$ cat config.mk
export PLATFORM = sky130hd
export DESIGN_NAME = trial_division_prime_filter
export DESIGN_NICKNAME = d
export VERILOG_FILES = /design/src/hw/rtl/tdpf_pkg.sv /design/src/hw/rtl/tdpf_front.sv /design/src/hw/rtl/tdpf_fifo.sv /design/src/hw/rtl/tdpf_back.sv /design/src/hw/rtl/trial_division_prime_filter.sv
export SDC_FILE = /design/constraint.sdc
export NUM_CORES = 1
export LEC_CHECK = 0
export BUFFER_PORTS_ARGS = -buffer_cell sky130_fd_sc_hd__buf_2
export CORE_MARGIN = 2
export CORE_UTILIZATION = 60
export CTS_CLUSTER_DIAMETER = 40
export DETAILED_ROUTE_END_ITERATION = 8
export GPL_TIMING_DRIVEN = 0
export PLACE_DENSITY = 0.79
export SLEW_MARGIN = 20
export SYNTH_ARGS = -nofsm -noshare
export SYNTH_HDL_FRONTEND = slang
export SYNTH_SLANG_ARGS = --single-unit
$ cat constraint.sdc
create_clock -name clk -period 7.5 [get_ports clk]
set_input_delay 0.375 -clock clk [delete_from_list [all_inputs] [get_ports clk]]
set_output_delay 0.375 -clock clk [all_outputs]
set_load 0.02 [all_outputs]
$ cat src/hw/rtl/tdpf_pkg.sv
package tdpf_pkg;

    localparam int VALUE_BITS   = 16;
    localparam int COUNT_BITS   = 17;
    // Trial divisors never exceed the square root of the value, plus one spare bit.
    localparam int DIV_BITS     = VALUE_BITS / 2 + 1;
    localparam int SQ_BITS      = VALUE_BITS + 2;
    localparam int BIT_IDX_BITS = $clog2(VALUE_BITS);

    localparam logic [COUNT_BITS-1:0] COUNT_MAX = {COUNT_BITS{1'b1}};

    // Outcome of the front-end classification.
    typedef enum logic [1:0] {
        KIND_NOT_PRIME = 2'd0,
        KIND_PRIME     = 2'd1,
        KIND_TEST      = 2'd2
    } tdpf_kind_t;

    typedef struct packed {
        logic [VALUE_BITS-1:0] value;
        logic                  last;
        tdpf_kind_t            kind;
    } tdpf_item_t;

endpackage

$ cat src/hw/rtl/tdpf_front.sv
module tdpf_front
    import tdpf_pkg::*;
(
    input  logic                  clk,
    input  logic                  rst_n,
    input  logic                  in_valid,
    output logic                  in_ready,
    input  logic [VALUE_BITS-1:0] value,
    input  logic                  last,
    output logic                  push_valid,
    input  logic                  push_ready,
    output tdpf_item_t            push_item
);

    logic       hold_valid_reg;
    logic       hold_valid_next;
    tdpf_item_t hold_item_reg;
    tdpf_item_t hold_item_next;
    tdpf_kind_t kind;

    // Values below two are not prime; two and three have no divisor to try.
    always_comb
    begin
        priority if (value < VALUE_BITS'(2))
            kind = KIND_NOT_PRIME;
        else if (value < VALUE_BITS'(4))
            kind = KIND_PRIME;
        else
            kind = KIND_TEST;
    end

    assign in_ready   = !hold_valid_reg || push_ready;
    assign push_valid = hold_valid_reg;
    assign push_item  = hold_item_reg;

    always_comb
    begin
        hold_valid_next = hold_valid_reg && !push_ready;
        hold_item_next  = hold_item_reg;
        if (in_valid && in_ready)
        begin
            hold_valid_next      = 1'b1;
            hold_item_next.value = value;
            hold_item_next.last  = last;
            hold_item_next.kind  = kind;
        end
    end

    always_ff @(posedge clk or negedge rst_n)
    begin
        if (!rst_n)
            hold_valid_reg <= 1'b0;
        else
            hold_valid_reg <= hold_valid_next;
    end

    always_ff @(posedge clk)
    begin
        hold_item_reg <= hold_item_next;
    end

endmodule

$ cat src/hw/rtl/tdpf_fifo.sv
module tdpf_fifo
    import tdpf_pkg::*;
(
    input  logic       clk,
    input  logic       rst_n,
    input  logic       push_valid,
    output logic       push_ready,
    input  tdpf_item_t push_item,
    output logic       pop_valid,
    input  logic       pop_ready,
    output tdpf_item_t pop_item
);

    tdpf_item_t mem_reg [2];
    logic       wr_ptr_reg;
    logic       wr_ptr_next;
    logic       rd_ptr_reg;
    logic       rd_ptr_next;
    logic [1:0] fill_reg;
    logic [1:0] fill_next;
    logic       push;
    logic       pop;

    assign push_ready = (fill_reg != 2'd2);
    assign pop_valid  = (fill_reg != 2'd0);
    assign pop_item   = mem_reg[rd_ptr_reg];
    assign push       = push_valid && push_ready;
    assign pop        = pop_valid && pop_ready;

    always_comb
    begin
        wr_ptr_next = push ? !wr_ptr_reg : wr_ptr_reg;
        rd_ptr_next = pop ? !rd_ptr_reg : rd_ptr_reg;
        fill_next   = fill_reg + {1'b0, push} - {1'b0, pop};
    end

    always_ff @(posedge clk or negedge rst_n)
    begin
        if (!rst_n)
        begin
            wr_ptr_reg <= 1'b0;
            rd_ptr_reg <= 1'b0;
            fill_reg   <= 2'd0;
        end
        else
        begin
            wr_ptr_reg <= wr_ptr_next;
            rd_ptr_reg <= rd_ptr_next;
            fill_reg   <= fill_next;
        end
    end

    always_ff @(posedge clk)
    begin
        if (push)
            mem_reg[wr_ptr_reg] <= push_item;
    end

    // The pointers differ exactly when the queue holds one entry.
    a_ptr_fill: assert property (@(posedge clk) disable iff (!rst_n)
        (wr_ptr_reg != rd_ptr_reg) == (fill_reg == 2'd1))
        else $error("queue pointers disagree with fill level");

    a_fill_range: assert property (@(posedge clk) disable iff (!rst_n)
        fill_reg != 2'd3)
        else $error("queue fill level out of range");

endmodule

$ cat src/hw/rtl/tdpf_back.sv
module tdpf_back
    import tdpf_pkg::*;
(
    input  logic                  clk,
    input  logic                  rst_n,
    input  logic                  pop_valid,
    output logic                  pop_ready,
    input  tdpf_item_t            pop_item,
    output logic                  out_valid,
    input  logic                  out_ready,
    output logic [VALUE_BITS-1:0] value_out,
    output logic                  is_prime,
    output logic [COUNT_BITS-1:0] prime_count,
    output logic                  last_out
);

    typedef enum logic [2:0] {
        ST_IDLE = 3'b001,
        ST_DIV  = 3'b010,
        ST_DONE = 3'b100
    } tdpf_state_t;

    tdpf_state_t             state_reg,  state_next;
    logic [VALUE_BITS-1:0]   val_reg,    val_next;
    logic                    last_reg,   last_next;
    logic                    prime_reg,  prime_next;
    logic [DIV_BITS-1:0]     d_reg,      d_next;
    logic [SQ_BITS-1:0]      sq_reg,     sq_next;
    logic [DIV_BITS-1:0]     rem_reg,    rem_next;
    logic [BIT_IDX_BITS-1:0] bit_reg,    bit_next;
    logic [COUNT_BITS-1:0]   run_reg,    run_next;
    logic                    ov_reg,     ov_next;
    logic [VALUE_BITS-1:0]   ovalue_reg, ovalue_next;
    logic                    oprime_reg, oprime_next;
    logic [COUNT_BITS-1:0]   ocount_reg, ocount_next;
    logic                    olast_reg,  olast_next;

    logic [DIV_BITS-1:0]     shift;
    logic [DIV_BITS-1:0]     rem_step;
    logic [SQ_BITS-1:0]      sq_inc;
    logic [COUNT_BITS-1:0]   count_sum;

    assign pop_ready   = (state_reg == ST_IDLE);
    assign out_valid   = ov_reg;
    assign value_out   = ovalue_reg;
    assign is_prime    = oprime_reg;
    assign prime_count = ocount_reg;
    assign last_out    = olast_reg;

    // One restoring remainder step per cycle, most significant value bit first.
    assign shift    = {rem_reg[DIV_BITS-2:0], val_reg[bit_reg]};
    assign rem_step = (shift >= d_reg) ? (shift - d_reg) : shift;
    // (d + 1)^2 = d^2 + 2d + 1
    assign sq_inc   = sq_reg + {{(SQ_BITS-DIV_BITS-1){1'b0}}, d_reg, 1'b1};
    assign count_sum = (prime_reg && (run_reg != COUNT_MAX)) ? run_reg + COUNT_BITS'(1)
                                                             : run_reg;

    always_comb
    begin
        state_next  = state_reg;
        val_next    = val_reg;
        last_next   = last_reg;
        prime_next  = prime_reg;
        d_next      = d_reg;
        sq_next     = sq_reg;
        rem_next    = rem_reg;
        bit_next    = bit_reg;
        run_next    = run_reg;
        ov_next     = ov_reg && !out_ready;
        ovalue_next = ovalue_reg;
        oprime_next = oprime_reg;
        ocount_next = ocount_reg;
        olast_next  = olast_reg;

        unique case (state_reg)
            ST_IDLE:
            begin
                if (pop_valid)
                begin
                    val_next  = pop_item.value;
                    last_next = pop_item.last;
                    d_next    = DIV_BITS'(2);
                    sq_next   = SQ_BITS'(4);
                    rem_next  = '0;
                    bit_next  = BIT_IDX_BITS'(VALUE_BITS - 1);
                    unique case (pop_item.kind)
                        KIND_PRIME:
                        begin
                            prime_next = 1'b1;
                            state_next = ST_DONE;
                        end
                        KIND_TEST:
                        begin
                            prime_next = 1'b0;
                            state_next = ST_DIV;
                        end
                        default:
                        begin
                            prime_next = 1'b0;
                            state_next = ST_DONE;
                        end
                    endcase
                end
            end
            ST_DIV:
            begin
                rem_next = rem_step;
                bit_next = bit_reg - BIT_IDX_BITS'(1);
                if (bit_reg == '0)
                begin
                    if (rem_step == '0)
                    begin
                        prime_next = 1'b0;
                        state_next = ST_DONE;
                    end
                    else if (sq_inc > {{(SQ_BITS-VALUE_BITS){1'b0}}, val_reg})
                    begin
                        prime_next = 1'b1;
                        state_next = ST_DONE;
                    end
                    else
                    begin
                        d_next   = d_reg + DIV_BITS'(1);
                        sq_next  = sq_inc;
                        rem_next = '0;
                        bit_next = BIT_IDX_BITS'(VALUE_BITS - 1);
                    end
                end
            end
            ST_DONE:
            begin
                if (!ov_reg || out_ready)
                begin
                    ov_next     = 1'b1;
                    ovalue_next = val_reg;
                    oprime_next = prime_reg;
                    ocount_next = count_sum;
                    olast_next  = last_reg;
                    run_next    = last_reg ? '0 : count_sum;
                    state_next  = ST_IDLE;
                end
            end
            default:
            begin
                state_next = ST_IDLE;
            end
        endcase
    end

    always_ff @(posedge clk or negedge rst_n)
    begin
        if (!rst_n)
        begin
            state_reg <= ST_IDLE;
            run_reg   <= '0;
            ov_reg    <= 1'b0;
        end
        else
        begin
            state_reg <= state_next;
            run_reg   <= run_next;
            ov_reg    <= ov_next;
        end
    end

    always_ff @(posedge clk)
    begin
        val_reg    <= val_next;
        last_reg   <= last_next;
        prime_reg  <= prime_next;
        d_reg      <= d_next;
        sq_reg     <= sq_next;
        rem_reg    <= rem_next;
        bit_reg    <= bit_next;
        ovalue_reg <= ovalue_next;
        oprime_reg <= oprime_next;
        ocount_reg <= ocount_next;
        olast_reg  <= olast_next;
    end

    // The running square must track the divisor while the loop runs.
    a_square: assert property (@(posedge clk) disable iff (!rst_n)
        (state_reg == ST_DIV) |->
        (({{(SQ_BITS-DIV_BITS){1'b0}}, d_reg} * {{(SQ_BITS-DIV_BITS){1'b0}}, d_reg})
            == sq_reg))
        else $error("divisor square out of step");

    // A divisor is only tried while its square does not exceed the value.
    a_bound: assert property (@(posedge clk) disable iff (!rst_n)
        (state_reg == ST_DIV) |-> (sq_reg <= {{(SQ_BITS-VALUE_BITS){1'b0}}, val_reg}))
        else $error("trial divisor beyond square root");

    // The partial remainder stays below the divisor.
    a_rem: assert property (@(posedge clk) disable iff (!rst_n)
        (state_reg == ST_DIV) |-> (rem_reg < d_reg))
        else $error("partial remainder not reduced");

endmodule

$ cat src/hw/rtl/trial_division_prime_filter.sv
// Trial-division prime filter. Each input transaction carries an unsigned 16-bit value and a
// last-of-list mark; exactly one output transaction comes back per input, in order, holding
// the value, a prime flag (0 and 1 are not prime) and the count of primes seen so far in the
// current list, this item included, saturating at 2^17-1. The count returns to zero after the
// item marked last. The front end registers and classifies each value, a two-entry queue
// decouples it from the back end, and the back end runs the trial divisions with a single
// restoring remainder unit that retires one value bit per cycle. Values below four need no
// division. A larger value runs one full pass over its value bits for every divisor tried,
// divisors running from 2 up to the first exact divisor or to the square root, so an even
// value tries a single divisor, and a prime above 65025 tries 254 divisors, which is the
// worst case. The output is registered, so a finished result can wait for the consumer while
// the front end keeps taking new transactions into the queue until it fills.
module trial_division_prime_filter
    import tdpf_pkg::*;
(
    input  logic                  clk,
    input  logic                  rst_n,
    input  logic                  in_valid,
    output logic                  in_ready,
    input  logic [VALUE_BITS-1:0] value,
    input  logic                  last,
    output logic                  out_valid,
    input  logic                  out_ready,
    output logic [VALUE_BITS-1:0] value_out,
    output logic                  is_prime,
    output logic [COUNT_BITS-1:0] prime_count,
    output logic                  last_out
);

    logic       push_valid;
    logic       push_ready;
    tdpf_item_t push_item;
    logic       pop_valid;
    logic       pop_ready;
    tdpf_item_t pop_item;

    // Front end: accepts the transaction and sorts out the trivial values.
    tdpf_front u_front (
        .clk        (clk),
        .rst_n      (rst_n),
        .in_valid   (in_valid),
        .in_ready   (in_ready),
        .value      (value),
        .last       (last),
        .push_valid (push_valid),
        .push_ready (push_ready),
        .push_item  (push_item)
    );

    // Short queue so that either side can stall without holding up the other.
    tdpf_fifo u_fifo (
        .clk        (clk),
        .rst_n      (rst_n),
        .push_valid (push_valid),
        .push_ready (push_ready),
        .push_item  (push_item),
        .pop_valid  (pop_valid),
        .pop_ready  (pop_ready),
        .pop_item   (pop_item)
    );

    // Back end: trial division, list count and the output register.
    tdpf_back u_back (
        .clk         (clk),
        .rst_n       (rst_n),
        .pop_valid   (pop_valid),
        .pop_ready   (pop_ready),
        .pop_item    (pop_item),
        .out_valid   (out_valid),
        .out_ready   (out_ready),
        .value_out   (value_out),
        .is_prime    (is_prime),
        .prime_count (prime_count),
        .last_out    (last_out)
    );

endmodule
# [Word level (Yosys, flattened, before mapping)]
# Memories as Yosys holds them, arrays and structs flattened.
# Index checks and enable logic that the tools add are counted.
[op_classes] order_cmp=5 n_eq_ne=13 reduce_logical=24 addsub=7 mux=44
[op_table] operator="$mux 18" n=4
[op_table] operator="$mux 9" n=5
[op_table] operator="$pmux 18 s2" n=1
[op_table] operator="$mux 17" n=2
[op_table] operator="$mux 8" n=4
[op_table] operator="$add 18x10->18" n=1
[op_table] operator="$gt 18x16->1" n=1
[op_table] operator="$mux 3" n=6
[op_table] operator="$pmux 9 s2" n=1
[op_table] operator="$add 17x1->17 const B" n=1
[op_table] operator="$ne 17x17->1 const B" n=1
[op_table] operator="$lt 16x2->1 const B" n=1
[op_table] operator="$lt 16x3->1 const B" n=1
[op_table] operator="$mux 4" n=4
[op_table] operator="$pmux 8 s2" n=1
[op_table] operator="$mux 1" n=11
[op_table] operator="$add 9x1->9 const B" n=1
[op_table] operator="$ge 9x9->1" n=1
[op_table] operator="$logic_not 9->1" n=1
[op_table] operator="$pmux 3 s3" n=1
[op_table] operator="$sub 9x9->9" n=1
[op_table] operator="$pmux 4 s2" n=1
[op_table] operator="$reduce_and 4->1" n=2
[op_table] operator="$logic_and 1x1->1" n=6
[op_table] operator="21 further kinds" n=34
[word_totals] wordCells=115 mem_bits_rw=38 memories=1 ff_bits=137 output_inout_bits=37
[mem_list] name="u_fifo.mem_reg" depth=2 word_bits=19 rd=1 rd_clocked_by_memory_dff=0 wr=1 line_no="tdpf_fifo.sv:14" rtl="tdpf_item_t mem_reg [2];"

# [Logic depth before layout (Yosys ltp)]
# Gate-level depths: netlist (run 1).
[logic_depth] depth_word=8 ltp_mapped=16

# [By module]
# From an unflattened synthesis (run 1), not the netlist that was laid out.
[hier_totals] cells_unflattened=639 hier_area_um2=8394.3
[modules_own_cells] module="tdpf_back" n_inst=1 cells_each=528 area_per_inst_um2=6117.1
[modules_own_cells] module="tdpf_fifo" n_inst=1 cells_each=81 area_per_inst_um2=1599.0
[modules_own_cells] module="tdpf_front" n_inst=1 cells_each=30 area_per_inst_um2=678.2

# [Least setup slack after synthesis (run 1)]
# No wires, ideal clock.
[synth_timing] path_kind="reg-to-reg" start="reg u_back.sq_reg[0]" end="reg u_back.d_reg[0], enable pin" stages_incl_launch_ff=17 period_less_slack_ns=5.397 slack_ns=2.103 t_required_ns=7.080 t_arrival_ns=4.977 path_cell_list="edfxtp_1 fa_1 a211o_1 a211oi_2 o21bai_1 a21oi_1 nor2_1 xor2_1 ha_1 nand3_1 nor4_1 nand4_1 o31a_1 nor4_4 o311ai_2 buf_6 a21oi_1"
[synth_via] elab_chain_cells=4
[synth_rtl] item="start: declaration" line_no="tdpf_back.sv:28" rtl="logic [SQ_BITS-1:0] sq_reg, sq_next;"
[synth_rtl] item="start signal: assignment" line_no="tdpf_back.sv:172" rtl="sq_reg <= sq_next;"
[synth_rtl] item="$add 18x10->18" line_no="tdpf_back.sv:54" rtl="assign sq_inc = sq_reg + {{(SQ_BITS-DIV_BITS-1){1'b0}}, d_reg, 1'b1};"
[synth_rtl] item="named net u_back.sq_inc[12]" line_no="tdpf_back.sv:40" rtl="logic [SQ_BITS-1:0] sq_inc;"
[synth_rtl] item="$gt 18x16->1" line_no="tdpf_back.sv:116" rtl="else if (sq_inc > {{(SQ_BITS-VALUE_BITS){1'b0}}, val_reg})"
[synth_rtl] item="$ne 2x2->1 (no line)"
[synth_rtl] item="$reduce_and 5->1 (no line)"
[synth_rtl] item="end signal: assignment" line_no="tdpf_back.sv:171" rtl="d_reg <= d_next;"
[synth_rtl] item="end: declaration" line_no="tdpf_back.sv:27" rtl="logic [DIV_BITS-1:0] d_reg, d_next;"
# The timed path passes the listed nets, and every way through them passes these cells.
# A chain may end at the register's enable or synchronous reset.

# [Worst setup path in the final report (run 1)]
[layout_timing] start="reg u_back.d_reg[0]" end="reg u_back.d_reg[7], enable pin"
[layout_via] elab_cells_between_ends=9 classes_between="add/sub: 2; order compare: 2; eq/ne: 2; mux: 1; reduce/logical: 2"
[layout_lines] item="$add 18x10->18" line_no="tdpf_back.sv:54"
[layout_lines] item="named net u_back.sq_inc[12]" line_no="tdpf_back.sv:40"
[layout_lines] item="$gt 18x16->1" line_no="tdpf_back.sv:116"
[layout_lines] item="$ne 2x2->1 (no line)"
[layout_lines] item="$reduce_and 5->1 (no line)"
# The timed path passes the listed nets, and every way through them passes these cells.

==> results.json, run 1 <==
{
  "status": "finished, final reports clean",
  "ir_worst_vdd_mv": 0.2828,
  "power_density_mw_per_mm2": 451.0,
  "largest_reg_flops": 38,
  "critPathLaunchType": "register",
  "fin_crit_sh_pct": 71.27,
  "via_per_inst": 5.852,
  "async_flop_share_pct": 14.86,
  "fmax_ghz": 0.1871,
  "required_ps": 7630,
  "crit_fanout": 15,
  "synth_edf_count": 149,
  "hold_path_class": "in -> reg",
  "worstSetupPathType": "reg -> reg",
  "syn_inst": 655,
  "tightest_slew_ps": 871.0,
  "vias": 5413,
  "portBuffers": 57,
  "htreeDepth": 4,
  "grt_start_max_net_pins": 40,
  "final.min_clock_period_ps": 5345,
  "gp_congestion": 0.8992,
  "finalHoldViolCount": 0,
  "die_w_um": 122.5,
  "grt_usage_pct": 22.45,
  "dr.pass1.iters": 6,
  "grt_first_pass_wirelength_mm": 25.76,
  "layout-drive-gt1-share_pct": 16.64,
  "post_cts_resized": 0,
  "maxSlewHeadroom_pct": 41.93,
  "cts_buffer_depth": 2,
  "ys_seq_elements": 175,
  "cts_made_buffers": 17,
  "leakagePower_nw": 3.803,
  "totalWireLength_mm": 15.95,
  "area_growth_pct": 13.48,
  "ant_nets": 0,
  "layout.nets": 797,
  "cts_tree": "done",
  "syn_area_per_cell_um2": 12.86,
  "cts_root_buf": "clkbuf_16",
  "finalSetupViolCount": 0,
  "die_height_um": 122.5,
  "route.detailed.drc": 0,
  "rsz0062_at_grt": "no",
  "first_iter_violations": 447,
  "synth.area.top_cells": "edfxtp_1 53%, dfrtp_1 7.4%, ha_1 5.9%, xnor2_1 3.3%, mux2_2 2.3%",
  "ys_seq_area_share_pct": 60.87,
  "grt_pass1_vias": 5371,
  "synth_cell_types": 64,
  "dieArea_mm2": 0.01500,
  "tns_ps": 0,
  "clkSlewWorstSetupHoldPaths_ps": 70,
  "diodes": 0,
  "skew_ps": 11.80,
  "rows": 43,
  "critPathSlowestCell": "edfxtp_1",
  "grt_overflow": 0,
  "synth_top_cell_by_area": "edfxtp_1",
  "synthFlopType": "edfxtp_1",
  "netlist.area_leader.share_pct": 53.13,
  "cp-end-kind": "register",
  "cp_cell_sequence": "fa_1 > a211o_1 > a211oi_2 > o21bai_1 > a21oi_1 > nor2_1 > xor2_1 > ha_1 > nand3_1 > nor4_1 > nand4_1 > o31a_1 > nor4_4 > o311ai_2 > buf_6 > a21oi_4 > buf_8",
  "wire_per_inst_um": 17.24,
  "finalMaxSlewViolations": 0,
  "ys_warn_count": 0,
  "start_util_pct": 61.15,
  "antenna_found_initial": 0,
  "syn_nets": 718,
  "clock-sinks": 175,
  "mappedNetlistArea_mm2": 0.008422,
  "arrival_ps": 5480,
  "maxCapViolCount": 0,
  "ios": 58,
  "core_area_mm2": 0.01377,
  "dp_hpwl_mm": 11.68,
  "clock_latency_ps": 430,
  "whs_ps": 121.9,
  "max_stage_delay_ps": 540
}
## metrics by stage
step	util (%)	setup WS [ps]	instances	instance area (um2)	total power (W)
finish	69.39	2155	925	9557	0.004310
global route	69.39	1855	925	9557	0.004582
CTS	69.39	2229	925	9557	0.004311
detailed placement	65.14	2276	894	8972	0.003448
global placement	64.85	1025	892	8932	0.003310
floorplan	-	2103	655	8422	0.002945
## repair_timing
action | 4_1_cts | 5_1_grt
buffers inserted | 0 | 0
hold buffers | 1 | 0
endpoints found under the hold margin | 25 | 0
## cell usage in the layout, fill, tap and decap left out, types with 4 or more instances in the layout
cell	Yosys	final
inv_6	0	5
o31ai_1	6	6
ha_1	40	40
nor4_1	6	6
o211a_1	5	5
o21ai_1	11	11
nand4_1	9	9
nor2b_1	5	5
nand2b_1	13	13
mux4_2	5	5
clkbuf_16	0	17
clkinv_1	4	4
xor2_1	14	14
nand2_1	42	42
a31oi_1	4	4
clkbuf_1	11	11
dfrtp_1	25	25
a22o_1	5	5
a21o_1	9	9
o21a_1	7	7
mux2_2	17	17
nand3_1	17	17
o21bai_1	4	4
xnor2_1	32	32
buf_2	0	57
a21oi_1	24	23
and2_1	18	18
edfxtp_1	149	149
o211ai_1	6	6
nor2_1	41	40
o21ai_0	27	27
inv_1	39	38
and3_1	12	12
## synth_stat cells, types with 2 or more instances
| cell type | instances |
|---|---|
| nor4_1 | 6 |
| mux2_2 | 17 |
| nor3_1 | 3 |
| clkinv_1 | 4 |
| o32ai_1 | 2 |
| a31o_1 | 2 |
| xnor2_1 | 32 |
| edfxtp_1 | 149 |
| ha_1 | 40 |
| or3_1 | 3 |
| nand2_1 | 42 |
| o211ai_1 | 6 |
| inv_1 | 39 |
| nand3_1 | 17 |
| o211a_1 | 5 |
| o21ai_0 | 27 |
| buf_1 | 2 |
| a21oi_1 | 24 |
| o21bai_1 | 4 |
| buf_6 | 2 |
| o21a_1 | 7 |
| nor2b_1 | 5 |
| o31ai_1 | 6 |
| a211o_1 | 2 |
| clkbuf_1 | 11 |
| nor2_1 | 41 |
| fa_1 | 2 |
| dfrtp_1 | 25 |
| and2_1 | 18 |
| a31oi_1 | 4 |
| nand4_1 | 9 |
| mux4_2 | 5 |
| o21ai_1 | 11 |
| a211oi_1 | 3 |
| a22o_1 | 5 |
| nor3b_1 | 2 |
| and3_1 | 12 |
| xor2_1 | 14 |
| a21o_1 | 9 |
| nand2b_1 | 13 |
| o221a_2 | 2 |
## routing by layer
metal | track usage [%] | part of all wire, % | up-vias
li1 | - | - | 2591
met1 | 28.43 | 44 | 2656
met2 | 37.99 | 51 | 140
met3 | 4.833 | 3.4 | 26
met4 | 8.621 | 2.0 | 0
met5 | 0 | 0 | -
## area by class of cell
type	instances	area, um2
clock buffer	17	425.4
multi-input combinational	421	3072
inverter	43	161.4
buffer	16	76.32
fill	955	4217
sequential	175	5126
clock inverter	13	148.9
timing repair buffer	60	321.6
tap	180	225.2
## final timing paths
path                                 startpoint                    to  slack, ps  cells after the start
setup / recovery                u_back.d_reg[0]       u_back.d_reg[7]       2150                     17
hold / removal                             last  u_front.push_item[2]        120                      1
setup reg to reg                u_back.d_reg[0]       u_back.d_reg[7]       2150                     17
hold reg to reg            u_front.push_item[8]  u_fifo.mem_reg[1][8]        450                      0
max in group asynchronous                 rst_n    u_back.run_reg[16]       6610                      2
min in group asynchronous                 rst_n    u_back.run_reg[12]        490                      2
## power breakdown
group          internal (W)  switching [W]
combinational      0.000710        0.00109
clock              0.000469       0.000382
sequential          0.00147       0.000189
## cell families after synthesis
| group | Yosys count | synth area share (%) |
|---|---|---|
| fa+ha+maj | 42 | 6.418 |
| xor+xnor | 46 | 4.784 |
| simple gates | 180 | 11.02 |
| compound gates | 130 | 10.36 |
| buf+inv | 59 | 2.823 |
| flops | 175 | 60.87 |
| mux | 23 | 3.729 |
## worst max-delay path: cells and delay by family (launching register included)
| family | cells | cell delay, ps |
|---|---|---|
| AOI/OAI and AO/OA | 7 | 1870 |
| adders and majority gates | 2 | 820 |
| and+or+nand+nor | 5 | 1210 |
| xor gates and xnor gates | 1 | 180 |
| buffers and inverters | 2 | 450 |
| DFF | 1 | 540 |
Power figures use the tool's default switching activity.
==> run 2, diff against run 1 <==
- ABC_AREA: default -> 1
- clock period: 7.5 -> 5.35 ns (I/O delays scaled with it)
==> run 2 against run 1 <==
Register-to-register slack worse by 1400 ps. Combinational power increased by 63%. Global-route usage decreased by 0.57 points. Critical path depth is 6 higher. Sequential share of layout area fell by 1.5 points.
==> results.json, run 2 <==
{
  "maxCapViolCount": 0,
  "final_area_mm2": 0.009837,
  "hold_path_class": "in -> reg",
  "critPathLaunchType": "register",
  "ys_seq_elements": 175,
  "post_cts_resized": 0,
  "synth_edf_count": 149,
  "rows": 43,
  "synth_common_cells": "220 x nand2_1, 149 x edfxtp_1, 126 x inv_1",
  "arrival_ps": 4700,
  "fin_ws_ps": 786.4,
  "place_ws_ps": 878.5,
  "tns_ps": 0,
  "cts_buffer_depth": 2,
  "largest_reg_flops": 38,
  "first_iter_violations": 365,
  "synth.area.top_cells": "edfxtp_1 52%, nand2_1 9.6%, dfrtp_1 7.3%, ha_1 5.8%, inv_1 5.5%",
  "multi_input_area_mm2": 0.002964,
  "cp-end-kind": "register",
  "dr.pass1.iters": 4,
  "syn_area_per_cell_um2": 10.23,
  "die_w_um": 123.8,
  "dp_hpwl_mm": 11.28,
  "diodes": 0,
  "start_util_pct": 61.83,
  "syn_nets": 905,
  "worstSetupPathType": "reg -> reg",
  "finalHoldViolCount": 0,
  "final.min_clock_period_ps": 4564,
  "stdcell_count": 1119,
  "skew_ps": 10.34,
  "tightest_slew_ps": 686.0,
  "status": "finished, final reports clean",
  "ir_worst_vdd_mv": 0.3400,
  "postPlaceCellArea_mm2": 0.009231,
  "layout_commonest_cell": "nand2_1",
  "ys_warn_count": 0,
  "wire_per_inst_um": 13.94,
  "post-place-cells": 1084,
  "grt_pass1_vias": 5557,
  "crit_fanout": 15,
  "grt_first_pass_wirelength_mm": 25.79,
  "htreeDepth": 4,
  "clock_latency_ps": 430,
  "synth_cell_types": 47,
  "fillers": 981,
  "finalSetupViolCount": 0,
  "required_ps": 5490,
  "cts_made_buffers": 17,
  "area_growth_pct": 14.17,
  "core_area_mm2": 0.01393,
  "route.detailed.drc": 0,
  "synthFlopType": "edfxtp_1",
  "layout.nets": 989,
  "vias": 5927,
  "grt_overflow": 0,
  "async_flop_share_pct": 14.86,
  "finalMaxSlewViolations": 0,
  "leakagePower_nw": 4.366,
  "maxSlewHeadroom_pct": 54.26,
  "clkSlewWorstSetupHoldPaths_ps": 70,
  "seqCellArea_mm2": 0.005126,
  "fin_crit_sh_pct": 85.30,
  "rsz0062_at_grt": "no",
  "ios": 58,
  "cts_root_buf": "clkbuf_16",
  "ys_seq_area_share_pct": 59.50,
  "grt_start_max_net_pins": 28,
  "dieArea_mm2": 0.01533,
  "synth_top_cell_by_area": "edfxtp_1",
  "via_per_inst": 5.297,
  "portBuffers": 57,
  "cts_tree": "done",
  "antenna_found_initial": 0,
  "die_height_um": 123.8,
  "totalWireLength_mm": 15.60,
  "final_cell_mix": "220 x nand2_1, 149 x edfxtp_1, 126 x inv_1",
  "layout-drive-gt1-share_pct": 13.31,
  "synth_most_common_cell": "nand2_1",
  "gp_congestion": 0.9111,
  "clock-sinks": 175,
  "ant_nets": 0,
  "grt_usage_pct": 21.88,
  "syn_inst": 842,
  "power_density_mw_per_mm2": 656.9,
  "fmax_ghz": 0.2191,
  "mappedNetlistArea_mm2": 0.008616,
  "netlist.area_leader.share_pct": 51.93
}
==> run 2: cell types whose count changed in the layout (fill, tap and decap cells not counted), sizes merged, moves of 18 or more <==
cell   change
and2      -18
inv       +86
nand2    +180
nand3     +25
nor2      +23
xnor2     -26
==> run 2: power breakdown <==
group / switching (W) / internal (W)
registers: 0.000246 / 0.00210
clock network: 0.000559 / 0.000616
logic: 0.00191 / 0.00104
total: 0.00271 / 0.00375
==> run 2: metrics by stage <==
step	util, %	total power, W	hold slack [ps]
global route	70.59	0.006999	13.90
detailed placement	66.25	0.005255	309.4
floorplan	-	0.004501	-28.09
global placement	65.49	0.005106	303.9
CTS	70.59	0.006474	12.21
finish	70.59	0.006462	25.20
==> run 2: critical path, cell delays in order, from the launching register on <==
cell and delay (ps):
edfxtp_1 500, ha_1 410, nand3_1 130, nor2_1 150, nand2_1 60, nand3_1 130, nand3_1 80, nand2_1 90
and3_1 190, nand2_1 70, xor2_1 220, inv_1 110, ha_1 320, nand2_1 60, inv_1 60, nand3_1 60
nor3b_1 240, nand4_1 120, nand2_1 100, nand3_1 150, inv_2 210, nand2_1 120, a21oi_4 450, buf_8 230
==> run 2: worst paths after layout <==
kind	to	slack [ps]	from	cells past startpoint
max reg2reg	u_back.d_reg[2]	790	u_back.d_reg[1]	23
min	u_front.push_item[15]	30	value[12]	1
max in group asynchronous	u_back.run_reg[16]	4560	rst_n	2
min in group asynchronous	u_back.run_reg[13]	380	rst_n	2
min reg2reg	u_fifo.mem_reg[1][2]	450	u_front.push_item[2]	0
max	u_back.d_reg[2]	790	u_back.d_reg[1]	23
==> run 2: layout make-up <==
class                           instances  area share [%]
Buffer                                 11          0.5597
Timing Repair Buffer                   65           4.057
Clock buffer                           17           4.325
Tap cell                              180           2.289
Inverter                              131           4.999
Clock inverter                         15           1.526
Multi-Input combinational cell        525           30.13
Sequential cell                       175           52.11
==> run 2: routing by layer <==
| metal | wire, um | GRT usage [%] | vias to the layer above |
|---|---|---|---|
| li1 | - | - | 2986 |
| met1 | 6964 | 28.20 | 2802 |
| met2 | 7880 | 37.50 | 120 |
| met3 | 548 | 3.984 | 19 |
| met4 | 209 | 7.457 | 0 |
| met5 | 0 | 0 | - |
==> run 2: what timing repair did <==
action	CTS	global route
buffers inserted	0	0
hold buffers	3	0
setup endpoints to repair	0	0
endpoints found under the hold margin	27	0
==> run 2: cell families after synthesis <==
logic type                 synth area share, %
and+or+nand+nor                          19.10
DFF                                      59.50
buffers and inverters                    6.332
AOI/OAI and AO/OA                        5.010
adders and majority gates                6.274
xor gates and xnor gates                 3.558
muxes                                   0.2324
